[config.mk]
export PLATFORM = sky130hd
export DESIGN_NAME = bptc_press
export DESIGN_NICKNAME = d
export VERILOG_FILES = /design/src/rtl/bptc_pkg.sv /design/src/rtl/bptc_press.sv
export SDC_FILE = /design/constraint.sdc
export NUM_CORES = 2
export LEC_CHECK = 0
export ABC_CLOCK_PERIOD_IN_PS = 7300
export BUFFER_PORTS_ARGS = -buffer_cell sky130_fd_sc_hd__buf_2
export CAP_MARGIN = 10
export CORE_ASPECT_RATIO = 0.75
export CORE_MARGIN = 2
export CORE_UTILIZATION = 35
export CTS_CLUSTER_DIAMETER = 50
export DETAILED_ROUTE_END_ITERATION = 16
export PLACE_DENSITY = 0.5
export SYNTH_ARGS = -nofsm -noshare
export SYNTH_HDL_FRONTEND = slang
export SYNTH_SLANG_ARGS = --single-unit
[constraint.sdc]
create_clock -name clk_i -period 7.3 [get_ports clk_i]
set_input_delay 1.095 -clock clk_i [delete_from_list [all_inputs] [get_ports clk_i]]
set_output_delay 1.095 -clock clk_i [all_outputs]
set_load 0.03 [all_outputs]
[src/rtl/bptc_pkg.sv]
package bptc_pkg;

  // Field widths of the transfers and the calibration words.
  localparam int unsigned RawW   = 24;
  localparam int unsigned CoeffW = 16;
  localparam int unsigned CfgIdxW = 3;
  localparam int unsigned PressW = 32;
  localparam int unsigned TempW  = 16;

  // Register stages from input acceptance to the output register.
  localparam int unsigned NumStages = 8;

  // Calibration register indexes.
  localparam logic [CfgIdxW-1:0] CfgPressSens   = 3'd0;
  localparam logic [CfgIdxW-1:0] CfgPressOffset = 3'd1;
  localparam logic [CfgIdxW-1:0] CfgSensTemp    = 3'd2;
  localparam logic [CfgIdxW-1:0] CfgOffsetTemp  = 3'd3;
  localparam logic [CfgIdxW-1:0] CfgRefTemp     = 3'd4;
  localparam logic [CfgIdxW-1:0] CfgTempSlope   = 3'd5;

  // Temperature of the first-order result at zero difference, in 0.01 C.
  localparam logic signed [18:0] TempBase = 19'sd2000;
  // Offset that moves -15.00 C to zero for the extra cold term.
  localparam logic signed [18:0] ColdShift = 19'sd3500;
  localparam logic signed [17:0] ColdLimit = -18'sd3500;

  typedef struct packed {
    logic [RawW-1:0] raw_pressure;
    logic [RawW-1:0] raw_temperature;
  } in_t;

  typedef struct packed {
    logic signed [PressW-1:0] pressure_centi_mbar;
    logic signed [TempW-1:0]  temperature_centi_deg;
  } out_t;

  typedef struct packed {
    logic [CoeffW-1:0] pressure_sensitivity_coeff;
    logic [CoeffW-1:0] pressure_offset_coeff;
    logic [CoeffW-1:0] sensitivity_temp_coeff;
    logic [CoeffW-1:0] offset_temp_coeff;
    logic [CoeffW-1:0] reference_temperature_coeff;
    logic [CoeffW-1:0] temperature_slope_coeff;
  } coeff_t;

  // First-order terms and the squares needed for the low-temperature fix.
  typedef struct packed {
    logic [RawW-1:0]     d1;
    logic signed [34:0]  off;
    logic signed [33:0]  sens;
    logic signed [17:0]  t;
    logic [16:0]         t2;
    logic [34:0]         tt;
    logic [33:0]         u;
  } front_t;

  // Corrected offset and sensitivity, and the finished temperature.
  typedef struct packed {
    logic [RawW-1:0]          d1;
    logic signed [39:0]       off;
    logic signed [37:0]       sens;
    logic signed [TempW-1:0]  temp;
  } corr_t;

endpackage

[src/rtl/bptc_press.sv]
// Stages 6 to 8: raw pressure times sensitivity as two partial products,
// their sum, then offset removal and the final scaling.
module bptc_press (
  input  logic               clk_i,
  input  logic [2:0]         en_i,
  input  bptc_pkg::corr_t    corr_i,
  output bptc_pkg::out_t     out_o
);

  // Stage 6.
  logic [42:0]                        plo_q, plo_d;
  logic signed [42:0]                 phi_q, phi_d;
  logic signed [39:0]                 off_s6_q, off_s7_q;
  logic signed [bptc_pkg::TempW-1:0]  temp_s6_q, temp_s7_q;

  // Stage 7.
  logic signed [61:0]                 prod_q, prod_d;

  // Stage 8.
  logic signed [41:0]                 diff_w;
  logic signed [26:0]                 press_w;
  bptc_pkg::out_t                     out_q, out_d;

  // Sensitivity split into an unsigned low half and a signed high half.
  assign plo_d = corr_i.d1 * corr_i.sens[18:0];
  assign phi_d = $signed({1'b0, corr_i.d1}) * $signed(corr_i.sens[37:19]);

  always_ff @(posedge clk_i) begin
    if (en_i[0]) begin
      plo_q     <= plo_d;
      phi_q     <= phi_d;
      off_s6_q  <= corr_i.off;
      temp_s6_q <= corr_i.temp;
    end
  end

  assign prod_d = $signed({phi_q, 19'h00000} + {19'h00000, plo_q});

  always_ff @(posedge clk_i) begin
    if (en_i[1]) begin
      prod_q    <= prod_d;
      off_s7_q  <= off_s6_q;
      temp_s7_q <= temp_s6_q;
    end
  end

  // The product stays below 2^61 in magnitude, so the shifted difference
  // fits 42 bits and the pressure fits 27 bits: the 32-bit limits are never
  // reached and sign extension is the saturated value.
  assign diff_w  = $signed(prod_q[61:21]) - off_s7_q;
  assign press_w = diff_w[41:15];

  always_comb begin
    out_d.pressure_centi_mbar   = 32'(press_w);
    out_d.temperature_centi_deg = temp_s7_q;
  end

  always_ff @(posedge clk_i) begin
    if (en_i[2]) begin
      out_q <= out_d;
    end
  end

  assign out_o = out_q;

endmodule

==> out/qor_table.md <==
| Result | This run | Unit |
|:---|:---|:---|
| Area of the multi-input gates | 27800 | um^2 |
| Placer's final routability congestion estimate | 0.850 | - |
| TritonCTS clock tree | done | - |
| Number of setup buffers added after CTS | 0 | - |
| Maximum buffer depth of the clock tree | 3 | - |
| Max Slew Vio Count | 0 | - |
| Post-cts repair resize count | 0 | - |
| Part of the cycle the worst path needs | 0.966 | - |
| Synthesized netlist cell count | 3985 | - |
| Iter 0 DRT Violations | 1479 | - |
| Combined global-route utilization of all metal layers | 0.187 | - |
| FFs w/ async S/R, synth | 0 | - |
| Kind of path behind the tightest hold check | reg2reg | - |
| Adder and majority cell fraction of the synthesized area | 0.486 | - |
| Die height | 296 | um |
| Data required time at the worst endpoint | 7.65 | ns |
| Count of input and output buffers | 169 | - |
| FP Rows | 107 | - |
| Quantity of hold-fixing buffers added after cts | 0 | - |
| Post-DP HPWL | 89800 | um |
| Result of the run | completed | - |
| End of the worst register-to-register path | out_o[40] | - |
| Type of the setup path with the least slack | in2reg | - |
| Final setup skew | 0.0408 | ns |
| Vias | 27.3k | - |
| Max-cap viol count | 0 | - |
| Number of global-route vias before repair | 29.1k | - |
| Headroom to the max-slew limit | 0.396 | - |
| Max Fclk | 142 | MHz |
| Worst path arrival time | 7.40 | ns |
| Htree depth | 1 | - |
| Share of cell area taken by muxes after synthesis | 0.000252 | - |
| Transition time at the pin with the least slew margin | 0.906 | ns |
| Core region area | 113000 | um^2 |
| DRT antenna net count | 0 | - |
| Number of synthesis warnings | 0 | - |
| Remaining global-route overflow | 0 | - |
| Minimum clock period | 7.05 | ns |
| Number of stages on the worst hold path | 0 | - |
| Hold EP | off_s7_q[20] | - |
| Fraction of the mapped netlist area in compound gates | 0.0476 | - |
| Number of antenna violations at the first check in global routing | 9 | - |
| Post-synth top flop | edfxtp_1 | - |
| Reg-to-reg slack, setup | 4.01 | ns |
| Post-Synthesis Net Count | 5205 | - |
| Net count of the finished layout | 5541 | - |
| Most frequent cells in the layout | inv_1 (886), fa_1 (745), nand2_1 (578) | - |
| Number of buffers created by CTS | 30 | - |
| Clk Latency, worst-skew pair | 0.60 | ns |
| Parity-gate share of the synthesized area counting xor and xnor cells | 0.0264 | - |
| CP endpoint kind | flop | - |
| Detailed-route DRC error count | 0 | - |
| Most common library cell in the layout ignoring fill and taps | inv_1 | - |
| Share of synthesized area occupied by flip-flops and latches | 0.199 | - |
| Reg area | 7900 | um^2 |
| Number of enable-type register cells in the synthesized netlist | 263 | - |
| Total I/O pin count | 170 | - |
| Synth cell types | 64 | - |
| Number of cell instances on the worst register-to-register path | 11 | - |
| CP max FO | 8 | - |
| Root buffer cell | clkbuf_16 | - |
| Pin count of the biggest net entering global routing | 68 | - |
| Combinational family with the most area after synthesis | adder cells | - |
| Post-synth design cell area | 39800 | um^2 |
| Die footprint | 116000 | um^2 |
| RSZ-0062 raised after global routing | false | - |
| Number of synthesized register bits | 263 | - |
| Setup TNS | 0 | ns |
| Area grow syn2layout | 14.4 | % |
| Routed via count divided by cell count | 4.64 | - |
| Setup Viol. Count Final | 0 | - |
| CP Launch Type | input port | - |
| Fraction of layout cells with a size suffix above 1 | 0.127 | - |
| Total wire length | 105000 | um |
| Number of clock sinks seen by CTS | 263 | - |
| Startpoint of the lowest-slack hold path | off_s6_q[20] | - |
| Pre-antenna DRT Iters | 5 | - |
| Wire length per cell after detailed routing | 17.9 | um |
| Die Wd | 393 | um |
| Initial cell density of the core | 0.352 | - |
| Tightest hold margin | 0.392 | ns |
| Simple logic cell fraction of the synthesized area | 0.139 | - |
| First-pass GRT wire length | 169000 | um |
| Total of fill cells in the finished design | 11.3k | - |
| Mean area per synthesized cell | 9.98 | um^2 |
| Critical R2R Launch | off_s7_q[4] | - |
| Clock slew at the register clock pins of the worst setup and hold paths | 0.07 | ns |
| Number of hold-slack violations in the final timing report | 0 | - |
[cell usage after synthesis (all sizes together), types with 4 or more instances]
cell type | number | area [um^2]
xnor2 | 77 | 674
nor2b | 31 | 194
a21boi | 5 | 37.5
buf | 7 | 53.8
and4 | 4 | 35.0
clkbuf | 177 | 664
nand4 | 25 | 156
inv | 886 | 3330
o21a | 13 | 97.6
nor2 | 69 | 259
or3 | 4 | 25.0
a31oi | 14 | 103
nand2 | 579 | 2180
o21ai | 50 | 258
xor2 | 43 | 377
a211oi | 14 | 105
edfxtp | 263 | 7900
a211o | 5 | 43.8
o311ai | 4 | 35.0
o21bai | 12 | 90.1
ha | 353 | 4420
fa | 745 | 14900
a21o | 54 | 405
and3 | 15 | 93.8
and2 | 353 | 2210
nor3 | 14 | 70.1
o211ai | 7 | 52.6
nand3 | 26 | 130
a21oi | 75 | 390
nand2b | 22 | 138
a31o | 5 | 43.8
[sequential cells by signal, indices dropped and copies added, names as in the netlist]
signal     cells
out_o         43
phi_q         43
prod_q        41
off_s6_q      40
off_s7_q      40
plo_q         24
temp_s6_q     16
temp_s7_q     16
[worst max path at each step]
stage | end | start | slack [ns]
floorplan | phi_q[42] | corr_i[101] | 0.02
global placement | plo_q[36] | corr_i[105] | -0.35
detailed placement | phi_q[36] | corr_i[105] | -0.42
CTS | phi_q[36] | corr_i[102] | 0.24
global route | phi_q[36] | corr_i[107] | 0.006
finish | phi_q[36] | corr_i[102] | 0.25
[worst max-delay path: stages]
cell and delay (ns):
buf_2 0.29, nand2_1 0.13, fa_1 0.57, inv_1 0.06, fa_1 0.49, fa_1 0.63
fa_1 0.45, fa_1 0.51, fa_1 0.43, fa_1 0.52, ha_1 0.33, a21oi_1 0.28
nand2_1 0.08, o21ai_0 0.25, a31oi_1 0.18, a221oi_1 0.27, buf_4 0.17, o21ai_2 0.06
a21o_1 0.20, a41o_1 0.25, xor2_1 0.14
[area by class of cell]
cell class	count	share of cell area
diodes	3	0.000165
clock buffers	31	0.0166
clock inverters	24	0.00511
inverters	886	0.0731
multi-input cells	2652	0.612
flip-flops and latches	263	0.174
well taps	1526	0.0420
repair buffers	488	0.0778
[per-stage QoR]
stage	utilization	instances	setup slack (ns)	cell area [um^2]
after floorplan	-	3985	0.0205	39800
after global placement	0.393	5815	-0.345	44500
after detailed placement	0.393	5815	-0.422	44500
after CTS	0.402	5870	0.236	45500
after global routing	0.402	5871	0.00644	45500
final	0.402	5873	0.247	45500
[logic make-up (layout without fill, tap and decap cells)]
family                   after synthesis  after routing
AND/OR/NAND/NOR                     1150           1150
adder cells (fa/ha/maj)             1098           1098
buffers and inverters               1070           1429
AO/OA/AOI/OAI                        283            283
flip-flops                           263            263
XOR/XNOR                             120            120
multiplexers                           1              1
other                                  0              3
[per-layer routing]
| layer | GRT usage | wire length, um | up-vias |
|---|---|---|---|
| li1 | - | - | 12773 |
| met2 | 0.279 | 45100 | 574 |
| met5 | 0 | 0 | - |
| met4 | 0.0198 | 1040 | 0 |
| met1 | 0.293 | 53000 | 13852 |
| met3 | 0.0288 | 5820 | 73 |
Power is left out: the tool's default activity adds up to more than one toggle a clock period on the data nets, which glitch-free logic cannot reach.
